<file path="src/sv/ir90_out_fifo.sv">
// ----------------------------------------------------------------------------
// ir90_out_fifo
// Two-entry result buffer between the memory read and the output stream.
// ----------------------------------------------------------------------------
module ir90_out_fifo #(
  parameter int unsigned Width = 129
) (
  input  logic             clk_i,
  input  logic             rst_ni,
  input  logic             push_i,
  input  logic [Width-1:0] push_data_i,
  input  logic             pop_i,
  output logic             valid_o,
  output logic [Width-1:0] data_o,
  output logic [1:0]       count_o
);

  logic [Width-1:0] mem_q [2];
  logic             wr_ptr_q, rd_ptr_q;
  logic [1:0]       count_q, count_d;

  // Occupancy tracking.
  always_comb begin
    count_d = count_q;
    if (push_i && !pop_i) begin
      count_d = count_q + 2'd1;
    end else if (pop_i && !push_i) begin
      count_d = count_q - 2'd1;
    end
  end

  always_ff @(posedge clk_i or negedge rst_ni) begin
    if (!rst_ni) begin
      wr_ptr_q <= 1'b0;
      rd_ptr_q <= 1'b0;
      count_q  <= 2'd0;
    end else begin
      count_q <= count_d;
      if (push_i) begin
        wr_ptr_q <= ~wr_ptr_q;
      end
      if (pop_i) begin
        rd_ptr_q <= ~rd_ptr_q;
      end
    end
  end

  // Entry storage.
  always_ff @(posedge clk_i) begin
    if (push_i) begin
      mem_q[wr_ptr_q] <= push_data_i;
    end
  end

  assign valid_o = count_q != 2'd0;
  assign data_o  = mem_q[rd_ptr_q];
  assign count_o = count_q;

endmodule

</file>
<file path="config.mk">
export PLATFORM = sky130hd
export DESIGN_NAME = ir90_out_fifo
export DESIGN_NICKNAME = d
export VERILOG_FILES = /design/src/sv/ir90_out_fifo.sv
export SDC_FILE = /design/constraint.sdc
export NUM_CORES = 1
export LEC_CHECK = 0
export BUFFER_PORTS_ARGS = -buffer_cell sky130_fd_sc_hd__buf_2
export CORE_MARGIN = 8
export CORE_UTILIZATION = 25
export DETAILED_ROUTE_END_ITERATION = 8
export SLEW_MARGIN = 5
export SYNTH_ARGS = -nofsm -noshare
export SYNTH_HDL_FRONTEND = slang
export SYNTH_SLANG_ARGS = --single-unit
</file>
<file path="constraint.sdc">
create_clock -name clk_i -period 11.45 [get_ports clk_i]
set_input_delay 1.7175 -clock clk_i [delete_from_list [all_inputs] [get_ports clk_i]]
set_output_delay 1.7175 -clock clk_i [all_outputs]
set_load 0.01 [all_outputs]
</file>
# Word level (Yosys, flattened, before mapping)
# Memory sizes are Yosys's and may differ from the RTL's.
# Index checks and enable logic that the tools add are counted.
[op_classes]
n_addsub = 2
mux = 4
bitwise_logic = 2
reduce_logical = 6
[op_table]
columns = ["cell", "count"]
rows = [
  ["$mux 2", 2],
  ["$reduce_bool 2->1", 2],
  ["$add 2x1->2 const B", 1],
  ["$logic_and 1x1->1", 2],
  ["$logic_not 1->1", 2],
  ["$mux 1", 2],
  ["$not 1->1", 2],
  ["$sub 2x1->2 const B", 1],
]
[totals]
ram_bits = 258
mem_count = 1
output_inout_bits = 132
elab_cells = 18
reg_bits = 4
inputBits = 133
[memory_table]
columns = ["name", "depth", "word_bits", "read_ports", "rd_clocked_by_memory_dff", "wr", "line", "text"]
rows = [
  ["mem_q", 2, 129, 1, 0, 1, "18", "logic [Width-1:0] mem_q [2];"],
]

# Longest topological paths before layout
[logic_depth]
ltp_word = 4
depth_mapped = 5
depth_no_buf = 5

# Worst setup path before layout
# No wires, ideal clock.
[synth_timing]
path_type = "input to register"
startpoint = "input port push_i"
endpoint = "memory mem_q[0][0], enable pin"
setup_slack_ns = 3.507
t_required_ns = 10.816
n_path_buf = 0
setup_ns = 0.634
path_stages = 1
t_arrival_ns = 7.308
cell_sequence = "nor2b_1"
[synth_via]
elab_chain_cells = 2
[synth_rtl]
columns = ["item", "line", "text"]
rows = [
  ["start: declaration", "10", "input logic push_i,"],
  ["$mux 1", "50", "if (push_i) begin"],
  ["$mux 1 (not written as such)", "51", "mem_q[wr_ptr_q] <= push_data_i;"],
  ["end: declaration", "18", ""],
]
# No other way between the ends.

# Worst setup path after layout
[layout_timing]
startpoint = "register rd_ptr_q"
endpoint = "output port data_o[12]"
[layout_via]
elab_chain_cells = 1
[layout_rtl]
columns = ["item", "line", "text"]
rows = [
  ["start: declaration", "19", "logic wr_ptr_q, rd_ptr_q;"],
  ["start signal: assignment", "43", "rd_ptr_q <= ~rd_ptr_q;"],
  ["$mem_v2 2x129", "n/a", ""],
  ["end: declaration", "14", "output logic [Width-1:0] data_o,"],
]
# No other way between the ends.

==> impl_metrics.toml <==
[setup_path]
critPathKind = "register to primary output"
cp.arrival_ns = 2.60
cp_slowest_stage_delay_ns = 0.72
r2r_cells = 2
crit_slowest_cell = "dfrtp_4"
cp_max_fo = 52
crit_buf_inv = 2
crit_path_end_kind = "primary output"
worst-path-stages = 3
cp.required_ns = 9.73
cpLargestDelayFamily = "buffers and inverters"
start_kind = "register"
path_cells = "buf_4, mux2_2, buf_2"

[grt]
grt_pass1_wl_um = 30600
met2_usage_pct = 14.5
grt_overflow_total = 0
grt-busiest-layer = "met2"
met1_usage_pct = 10.5
track_usage_pct = 8.87
met3_usage_pct = 3.74
grt_start_max_net_pins = 61
first_global_vias = 5143
antenna_found_initial = 4

[placement]
portBuffers = 264
place_ws_ns = 7.58
place_hpwl_um = 14000
gp_congestion = 0.709

[clock_tree]
cts_made_buffers = 29
cts_root_buf = "clkbuf_16"
cts_hold_buf = 0
cts_tree = "yes"
clkLatencyLatePin_ns = 0.54
htreeDepth = 1
post_cts_buffers = 0
clk_pin_slew_ns = 0.06
cts_max_path_buffers = 3
cts_sinks = 262
cts_resized = 0

[detailed_routing]
ant_nets = 0
first_pass_iters = 5
drc_errors = 0
wl_um = 20900
vias_per_cell = 3.88
drtIter0Drc = 165
via_count = 4794
wl_per_cell_um = 16.9

[sta]
setup_viol_count_final = 0
timing.fmax_mhz = 232
worst_slew_pin_slew_ns = 0.929
tns_ns = 0
rsz0062_at_grt = "no"
fin_crit_sh_pct = 37.7
layout_min_cycle_time_ns = 4.32
finalHoldViolCount = 0
finClkSkew_ns = 0.0120
setup_ws_ns = 7.13
slew_violations = 0
slew_headroom_pct = 37.9

[logic_synthesis]
synthMuxAreaShare_pct = 15.3
synth_top_family_by_area = "multiplexers"
synthAdderAreaFrac_pct = 0.131
netlist_area_um2 = 9520
yosysWarnings = 0
synth_compound_area_share_pct = 0
yosysSeqAreaShare_pct = 82.5
synth_cell_types = 14
avgSynthCellArea_um2 = 22.9
syn_nets = 550
synth_simple_gate_area_share_pct = 0.237
synthXorXnorAreaFrac_pct = 0.460
synth_seq_cells = 262
syn_inst = 416

[floorplan]
fp.dieW_um = 211
rows = 71
core_region_area_um2 = 37600
die_y_um = 211
die_area_um2 = 44600
io_pins = 265
initial_core_util_pct = 25.3

[finish]
final_util_pct = 32.8
multi_input_area_um2 = 1540
final_nets = 837
seq_area_um2 = 7850
final_cell_mix = "buf_2, edfxtp_1, mux2_2, clkbuf_16, clkinv_1"
layout_commonest_cell = "buf_2"
drive_gt1_share_pct = 61.1
fillCellCount = 3688
area_growth_pct = 29.7

[min_path]
holdCritPathClass = "register to register"
hold_path_depth = 1

[pwr]
p_leak_nw = 4.55
cellPowerDensity_nw_per_um2 = 247
ir_drop_mv = 0.109

[job]
max_cap_violations = 0

[outcome]
status = "complete, no violations"
-- synth_stat cells, drive strengths merged --
cell	instances	share of area, %
edfxtp	258	81
ha	1	0.13
buf	14	1.4
nor2	1	0.039
nor2b	1	0.066
xor2	4	0.37
inv	1	0.039
xnor2	1	0.092
dfrtp	4	1.1
mux2	129	15
and2	1	0.066
or2	1	0.066
-- final cells by class --
class / count / share of cell area (%)
repair buffers: 270 / 11.1
clock buffers: 34 / 6.03
inverters: 1 / 0.0304
multi-input cells: 139 / 12.5
diodes: 1 / 0.0203
flip-flops and latches: 262 / 63.6
clock inverters: 19 / 1.55
well taps: 511 / 5.18
-- path summary, 6_finish.rpt --
check / slack (ns) / to / startpoint
max: 7.13 / data_o[12] / rd_ptr_q
min: 0.52 / count_o[1] / count_o[1]
max reg2reg: 9.16 / mem_q[0][72] / wr_ptr_q
min reg2reg: 0.52 / count_o[1] / count_o[1]
max in group asynchronous: 10.33 / rd_ptr_q / rst_ni
min in group asynchronous: 0.98 / count_o[0] / rst_ni
-- report_power, final --
group	internal (mW)	leakage [nW]	switching [mW]
clock network	0.551	0.456	0.358
logic	0.366	1.62	0.440
registers	1.27	2.47	0.0632
total	2.19	4.55	0.861
-- worst register-to-register path, delay by kind of cell (launching register included) --
| family | cells | cell delay (ns) |
|---|---|---|
| flops | 1 | 0.43 |
| simple gates | 1 | 0.74 |
| buf+inv | 1 | 0.68 |
-- state kept, by name, summed over array words and instances, names as in the netlist --
register and count:
wr_ptr_q 1, count_o 2, rd_ptr_q 1, mem_q 258
-- stage by stage --
stage	power, mW	std cells	hold slack (ns)	area (um^2)
finish	3.05	1237	0.522	12300
global route	3.21	1236	0.538	12300
CTS	3.12	1236	0.527	12300
detailed placement	2.20	1183	0.515	11400
global placement	2.19	1183	0.514	11400
floorplan	1.90	416	0.455	9520
-- cells by family (layout without fill, tap and decap cells) --
| family | Yosys count | in the layout |
|---|---|---|
| buffers and inverters | 15 | 324 |
| DFF | 262 | 262 |
| muxes | 129 | 129 |
| adders and majority gates | 1 | 1 |
| other | 0 | 1 |
| xor gates and xnor gates | 5 | 5 |
| and+or+nand+nor | 4 | 4 |
-- metal layers --
| layer | routed length [um] | part of all wire [%] | vias to the layer above |
|---|---|---|---|
| met4 | 388 | 1.9 | 6 |
| met3 | 2050 | 9.8 | 32 |
| met2 | 9960 | 48 | 169 |
| met1 | 8410 | 40 | 2350 |
| li1 | - | - | 2237 |
| met5 | 37 | 0.18 | - |
(Power assumes the default switching activity.)
