$ cat config.mk
export PLATFORM = sky130hd
export DESIGN_NAME = ir90_addr_gen
export DESIGN_NICKNAME = d
export VERILOG_FILES = /design/src/sv/ir90_pkg.sv /design/src/sv/ir90_addr_gen.sv
export SDC_FILE = /design/constraint.sdc
export NUM_CORES = 1
export LEC_CHECK = 0
export BUFFER_PORTS_ARGS = -buffer_cell sky130_fd_sc_hd__buf_2
export CAP_MARGIN = 20
export CORE_UTILIZATION = 60
export CTS_CLUSTER_DIAMETER = 120
export DETAILED_ROUTE_END_ITERATION = 12
export PLACE_DENSITY = 0.81
export SYNTH_ARGS = -nofsm -noshare
export SYNTH_HDL_FRONTEND = slang
export SYNTH_SLANG_ARGS = --single-unit
$ cat constraint.sdc
create_clock -name clk_i -period 20.4 [get_ports clk_i]
set_input_delay 2.04 -clock clk_i [delete_from_list [all_inputs] [get_ports clk_i]]
set_output_delay 2.04 -clock clk_i [all_outputs]
set_load 0.01 [all_outputs]
$ cat src/sv/ir90_pkg.sv
// ----------------------------------------------------------------------------
// ir90_pkg
// Shared types and constants of the 90 degree image rotation frame store.
// ----------------------------------------------------------------------------
package ir90_pkg;

  // Width of the dimension registers and of the fetch position counters.
  localparam int unsigned DimW = 9;
  // Width of the store counter: holds up to 511 * 511 pixels.
  localparam int unsigned CntW = 2 * DimW;
  // Width of one channel word on the stream ports.
  localparam int unsigned ChanW = 32;
  // Width of the configuration register index.
  localparam int unsigned CfgIdxW = 2;

  // Configuration register indexes.
  typedef enum logic [CfgIdxW-1:0] {
    CFG_IMAGE_WIDTH  = 2'd0,
    CFG_IMAGE_HEIGHT = 2'd1,
    CFG_ROTATE_DIR   = 2'd2,
    CFG_PIXEL_FORMAT = 2'd3
  } ir90_cfg_idx_e;

  // Request kinds carried in tuser.
  typedef enum logic {
    REQ_STORE = 1'b0,
    REQ_FETCH = 1'b1
  } ir90_req_e;

  // Rotation direction and pixel format codes.
  localparam logic DirCw  = 1'b0;
  localparam logic FmtRgb = 1'b0;

  // Configuration register set.
  typedef struct packed {
    logic [DimW-1:0] width;
    logic [DimW-1:0] height;
    logic            rotate_dir;
    logic            pixel_format;
  } ir90_cfg_t;

  // Side information of one fetch, kept beside the memory read.
  typedef struct packed {
    logic zero_all;
    logic zero_alpha;
    logic last;
  } ir90_fetch_info_t;

  // A zero dimension counts as one, anything above the maximum as the maximum.
  function automatic logic [DimW-1:0] clamp_dim(logic [DimW-1:0] v, int unsigned max_dim);
    logic [DimW-1:0] r;
    r = v;
    if (v == '0) begin
      r = DimW'(1);
    end else if (32'(v) > max_dim) begin
      r = DimW'(max_dim);
    end
    return r;
  endfunction

endpackage

$ cat src/sv/ir90_addr_gen.sv
// ----------------------------------------------------------------------------
// ir90_addr_gen
// Store counter and rotated fetch position, and the memory address of each
// accepted word.
// ----------------------------------------------------------------------------
module ir90_addr_gen #(
  parameter int unsigned MaxDim = 256,
  localparam int unsigned Depth = MaxDim * MaxDim,
  localparam int unsigned AddrW = (Depth > 1) ? $clog2(Depth) : 1
) (
  input  logic                       clk_i,
  input  logic                       rst_ni,
  input  ir90_pkg::ir90_cfg_t        cfg_i,
  input  logic                       accept_i,
  input  logic                       is_fetch_i,
  output logic                       mem_en_o,
  output logic                       mem_we_o,
  output logic [AddrW-1:0]           mem_addr_o,
  output ir90_pkg::ir90_fetch_info_t info_o
);

  import ir90_pkg::*;

  logic [CntW-1:0] store_cnt_q, store_cnt_d;
  logic [DimW-1:0] col_q, col_d;
  logic [DimW-1:0] row_q, row_d;

  logic [DimW-1:0] dim_w, dim_h;
  logic [CntW-1:0] total;
  logic            store_ok;
  logic            out_of_frame;
  logic [DimW-1:0] mul_a, add_b;
  logic [CntW-1:0] fetch_addr;
  logic [DimW-1:0] col_inc, row_inc;
  logic            col_wrap, frame_end;

  // Effective dimensions and the frame size.
  assign dim_w    = clamp_dim(cfg_i.width, MaxDim);
  assign dim_h    = clamp_dim(cfg_i.height, MaxDim);
  assign total    = CntW'(dim_w) * CntW'(dim_h);
  assign store_ok = store_cnt_q < total;

  // Source address of the current rotated position.
  assign out_of_frame = (col_q >= dim_h) || (row_q >= dim_w);
  assign mul_a = (cfg_i.rotate_dir == DirCw) ? col_q : (dim_h - DimW'(1) - col_q);
  assign add_b = (cfg_i.rotate_dir == DirCw) ? (dim_w - DimW'(1) - row_q) : row_q;
  assign fetch_addr = CntW'(mul_a) * CntW'(dim_w) + CntW'(add_b);

  // Next fetch position in the rotated raster order.
  assign col_inc   = col_q + DimW'(1);
  assign col_wrap  = col_inc >= dim_h;
  assign row_inc   = row_q + DimW'(1);
  assign frame_end = col_wrap && (row_inc >= dim_w);

  always_comb begin
    store_cnt_d = store_cnt_q;
    col_d       = col_q;
    row_d       = row_q;
    if (accept_i) begin
      if (!is_fetch_i) begin
        if (store_ok) begin
          store_cnt_d = store_cnt_q + CntW'(1);
        end
      end else if (out_of_frame || frame_end) begin
        store_cnt_d = '0;
        col_d       = '0;
        row_d       = '0;
      end else if (col_wrap) begin
        col_d = '0;
        row_d = row_inc;
      end else begin
        col_d = col_inc;
      end
    end
  end

  always_ff @(posedge clk_i or negedge rst_ni) begin
    if (!rst_ni) begin
      store_cnt_q <= '0;
      col_q       <= '0;
      row_q       <= '0;
    end else begin
      store_cnt_q <= store_cnt_d;
      col_q       <= col_d;
      row_q       <= row_d;
    end
  end

  // Memory request: a dropped store does not touch the memory.
  assign mem_en_o   = accept_i && (is_fetch_i || store_ok);
  assign mem_we_o   = !is_fetch_i;
  assign mem_addr_o = is_fetch_i ? AddrW'(fetch_addr) : AddrW'(store_cnt_q);

  assign info_o.zero_all   = out_of_frame;
  assign info_o.zero_alpha = cfg_i.pixel_format == FmtRgb;
  assign info_o.last       = out_of_frame || frame_end;

endmodule

Word-level counts from Yosys, hierarchy flattened --
Cells that the tools add are included. Widths: inputs -> output; s select.
Word-level totals: logic and storage cells 49, register bits 36, output and inout port bits 21, bits of input ports 24
Operators by class: multiplexer cells 14, reduce and logical (&&, ||, !) cells 13, $lt $le $gt $ge 7, add/subtract/negate cells 8, equal/unequal tests 1, bitwise gates (word level) 1, $mul 2
Operators with widths (count):
- $mux 9 | 10
- $mux 18 | 3
- $ge 9x9->1 | 4
- $add 18x1->18 const B | 1
- $add 9x1->9 const B | 2
- $gt 9x9->1 const B | 2
- $logic_not 9->1 | 2
- $lt 18x18->1 | 1
- $mul 9x9->18 | 1
- $sub 9x1->9 const B | 2
- $sub 9x9->9 | 2
- $add 16x9->16 | 1
- $mul 9x9->16 | 1
- $mux 16 | 1
- $reduce_and 3->1 | 2
- $reduce_bool 2->1 | 2
- $logic_or 1x1->1 | 3
- $logic_and 1x1->1 | 2
- $ne 2x1->1 const B | 1
- $reduce_and 2->1 | 1
- $logic_not 1->1 | 1
- $not 1->1 | 1

Depth between registers and ports, before layout --
depth after elaboration 9, gate-level depth with buffers 34, mapped depth without buffers 31

Worst setup path after synthesis --
OpenSTA, ideal clock, no wires.
path kind in2out, from in cfg_i[10] (netlist bit), to out mem_addr_o[10], cell stages on the path 32, setup slack 9.944 ns, arrival time 8.416 ns, required time 18.360 ns, cell sequence buf_6 > nor4_4 > a22o_2 > buf_6 > ha_1 > inv_1 > fa_1 > nand2b_1 > a21oi_1 > a21o_1 > a21oi_1 > xnor2_1 > nand2_1 > o21ai_0 > nand2_1 > fa_1 > inv_1 > fa_1 > inv_1 > fa_1 > inv_1 > fa_1 > inv_1 > fa_1 > inv_1 > ha_1 > nor3_1 > o211ai_1 > a31o_2 > a21oi_1 > xnor2_1 > mux2_2
Between the ends: cells in the longest elaborated chain, start to end 9
Ends and longest elaborated chain:
- start, declared | RTL line ir90_addr_gen.sv:13 | input ir90_pkg::ir90_cfg_t cfg_i,
- $gt 9x9->1 | RTL line ir90_pkg.sv:55 | end else if (32'(v) > max_dim) begin
- $mux 9 | RTL line ir90_pkg.sv:55
- $mux 9 (*) | RTL line ir90_pkg.sv:53 | if (v == '0) begin
- $sub 9x1->9 (*) | RTL line ir90_addr_gen.sv:45 | assign mul_a = (cfg_i.rotate_dir == DirCw) ? col_q : (dim_h - DimW'(1) - col_q);
- $sub 9x9->9 (*) | RTL line ir90_addr_gen.sv:45
- $mux 9 (*) | RTL line ir90_addr_gen.sv:45
- $mul 9x9->16 (*) | RTL line ir90_addr_gen.sv:47 | assign fetch_addr = CntW'(mul_a) * CntW'(dim_w) + CntW'(add_b);
- $add 16x9->16 (*) | RTL line ir90_addr_gen.sv:47
- $mux 16 (*) | RTL line ir90_addr_gen.sv:92 | assign mem_addr_o = is_fetch_i ? AddrW'(fetch_addr) : AddrW'(store_cnt_q);
- end, declared | RTL line ir90_addr_gen.sv:18 | output logic [AddrW-1:0] mem_addr_o,
Mark *: on every way between the ends. The rest lies on a longest branch, timed or not.

Worst setup path in the final report --
from in cfg_i[10] (netlist bit), to out mem_addr_o[15]
The elaborated chain is that of the path after synthesis.

==> impl_metrics.json <==
{
  "status": "finished clean",
  "synthFlopType": "dfrtp_1",
  "vias": 8387,
  "drc_errors": 0,
  "rows": 45,
  "holdBufCountCts": 0,
  "finalCritPeriodShare_pct": 56.9,
  "cts_max_level": 2,
  "setup_tns_ns": 0,
  "final_nets": 1474,
  "netlist_instances": 1168,
  "initialDrtViolationCount": 659,
  "worstMarginPinSlew_ns": 0.958,
  "timing.hold.ws_ns": 0.570,
  "cp_num_buf_inv": 6,
  "die_y_um": 128,
  "clk_pin_slew_ns": 0.06,
  "cts_root_buf": "clkbuf_16",
  "post-route-min-period_ns": 11.60,
  "synth_seq_cells": 36,
  "syn_area_per_cell_um2": 8.20,
  "ys_types": 69,
  "die_w_um": 128,
  "grt_first_pass_wirelength_um": 42900,
  "yosys_warnings": 0,
  "synth_common_cells": "inv_1, ha_1, nor2_1, nand2_1, fa_1",
  "clock-sinks": 36,
  "maxCapViolations": 0,
  "antenna_cells": 0,
  "crit_slowest_cell": "nor3_1",
  "clock_latency_ns": 0.31,
  "crit_required_ns": 18.36,
  "dp_hpwl_um": 21100,
  "cts_tree": "built",
  "core_region_area_um2": 15400,
  "async_flop_share_pct": 100,
  "slowest_delay_ns": 0.72,
  "setup_viol": 0,
  "p_per_area_nw_per_um2": 105,
  "route.antenna.remaining_nets": 0,
  "track_usage_pct": 33.9,
  "criticalPathCategory": "in2out",
  "fmax_mhz": 86.2,
  "ctsResizeCount": 0,
  "ios": 45,
  "ir_worst_vdd_uv": 105,
  "max_slew_margin_pct": 34.3,
  "gp_congestion": 0.960,
  "grt-ovfl-total": 0,
  "port_buffers": 44,
  "first_global_vias": 8489,
  "cp-start-kind": "input pin",
  "finClkSkew_ns": 0.00922,
  "synth_top_area_share_pct": 22.2,
  "synthMostInstantiatedCell": "inv_1",
  "grt_max_degree": 41,
  "cp_max_fo": 9,
  "crit_top_cell": "fa_1",
  "synth.area.top_cells": "fa_1, ha_1, dfrtp_1",
  "initial_core_util_pct": 62.3,
  "drive_above_1_share_pct": 7.22,
  "antenna_found_initial": 0,
  "slew_viol_final": 0,
  "hp-class": "reg2reg",
  "fillers": 1267,
  "syn_area_um2": 9580,
  "synth_edf_count": 0,
  "syn_nets": 1452,
  "first_pass_iters": 5,
  "yosysSeqAreaShare_pct": 9.40,
  "critPathArrivalTime_ns": 9.57,
  "cts_buffer_depth": 2,
  "crit_family": "adder cells",
  "synth_area_leader_cell": "fa_1",
  "p_leak_nw": 5.25,
  "rsz0062_at_grt": "no",
  "postCtsSetupRepairBufs": 0,
  "hold_viol_final": 0,
  "wirelength_um": 26000,
  "critPathCaptureType": "output pin",
  "wl_per_cell_um": 18.5,
  "avgViaCountPerCell": 5.98,
  "die_area_um2": 16500,
  "syn_to_final_growth_pct": 5.63,
  "cts_made_buffers": 5
}
## area by class of cell
cell class | count | area, um^2 | area share, %
clock buffers | 5 | 125 | 1.24
flip-flops and latches | 36 | 901 | 8.90
clock inverters | 3 | 46.3 | 0.458
well taps | 211 | 264 | 2.61
repair buffers | 50 | 265 | 2.62
inverters | 200 | 751 | 7.42
multi-input cells | 897 | 7770 | 76.8
## worst reg2reg max path, delay by kind of cell (launching register included)
family,cells,cell delay [ns]
AND/OR/NAND/NOR,5,1.61
AO/OA/AOI/OAI,3,0.97
adder cells (fa/ha/maj),2,0.62
flip-flops,1,0.53
multiplexers,1,0.31
XOR/XNOR,1,0.12
## logic make-up after synthesis
group / share of synthesized area (%)
xor gates and xnor gates: 5.30
DFF: 9.40
adders and majority gates: 42.3
and+or+nand+nor: 18.6
muxes: 2.61
AOI/OAI and AO/OA: 12.3
buffers and inverters: 9.52
## metal layers
| metal | wire, um | global-route usage, % | part of all wire [%] | up-vias |
|---|---|---|---|---|
| met3 | 2530 | 7.11 | 9.7 | 93 |
| li1 | - | - | - | 3884 |
| met1 | 10400 | 43.8 | 40 | 3958 |
| met5 | 0 | 0 | 0 | - |
| met4 | 986 | 12.3 | 3.8 | 0 |
| met2 | 12100 | 56.1 | 47 | 452 |
## flip-flops by register name, summed over array words and instances (netlist names)
name	cells
col_q	9
row_q	9
store_cnt_q	18
## where the power goes
| group | total [W] | internal, W | switching, W |
|---|---|---|---|
| combinational | 0.000834 | 0.000350 | 0.000484 |
| clock | 0.0000965 | 0.0000583 | 0.0000383 |
| sequential | 0.000133 | 0.0000906 | 0.0000427 |
## metrics by stage
stage | instances | total power (W) | util [%] | worst slack (ns) | cell area [um^2]
after floorplan | 1168 | 0.000722 | - | 9.94 | 9580
after global placement | 1393 | 0.000928 | 64.7 | 9.07 | 9940
after detailed placement | 1393 | 0.000946 | 64.7 | 9.02 | 9940
after CTS | 1401 | 0.00106 | 65.8 | 8.94 | 10100
after global routing | 1402 | 0.00117 | 65.8 | 8.31 | 10100
final | 1402 | 0.00106 | 65.8 | 8.80 | 10100
## final timing paths
kind | start | to | slack [ns] | cells past startpoint
min in group asynchronous | rst_ni | store_cnt_q[0]$_DFFE_PN0P_ | 1.87 | 1
worst min register to register | store_cnt_q[17]$_DFFE_PN0P_ | store_cnt_q[17]$_DFFE_PN0P_ | 0.57 | 2
worst max register to register | col_q[1]$_DFFE_PN0P_ | store_cnt_q[14]$_DFFE_PN0P_ | 16.11 | 12
worst max-delay path | cfg_i[10] | mem_addr_o[15] | 8.80 | 25
worst min-delay path | store_cnt_q[17]$_DFFE_PN0P_ | store_cnt_q[17]$_DFFE_PN0P_ | 0.57 | 2
max in group asynchronous | rst_ni | col_q[6]$_DFFE_PN0P_ | 17.94 | 1
## layout by cell type (no fill, tap or decap), types with 3 or more instances in the layout
| cell | count |
|---|---|
| xnor2_1 | 42 |
| nand2_1 | 113 |
| o21ai_0 | 47 |
| dfrtp_1 | 36 |
| ha_1 | 154 |
| mux2i_1 | 7 |
| nor4_1 | 6 |
| clkbuf_16 | 5 |
| a21o_1 | 19 |
| nand2b_1 | 23 |
| nand3_1 | 31 |
| mux2_2 | 15 |
| o21a_1 | 10 |
| nand4_1 | 8 |
| o41ai_1 | 4 |
| o2111ai_1 | 4 |
| a22o_1 | 6 |
| o21bai_1 | 7 |
| nor2_1 | 122 |
| or4_1 | 5 |
| o31ai_1 | 4 |
| a21oi_1 | 33 |
| and2_1 | 5 |
| a211oi_1 | 7 |
| nor2b_1 | 11 |
| xor2_1 | 16 |
| inv_1 | 197 |
| buf_4 | 6 |
| buf_2 | 44 |
| and4_1 | 3 |
| and3_1 | 4 |
| fa_1 | 106 |
| nor3_1 | 24 |
| a31oi_1 | 10 |
| or3_1 | 11 |
| a2111oi_0 | 3 |
(Power assumes the default switching activity.)
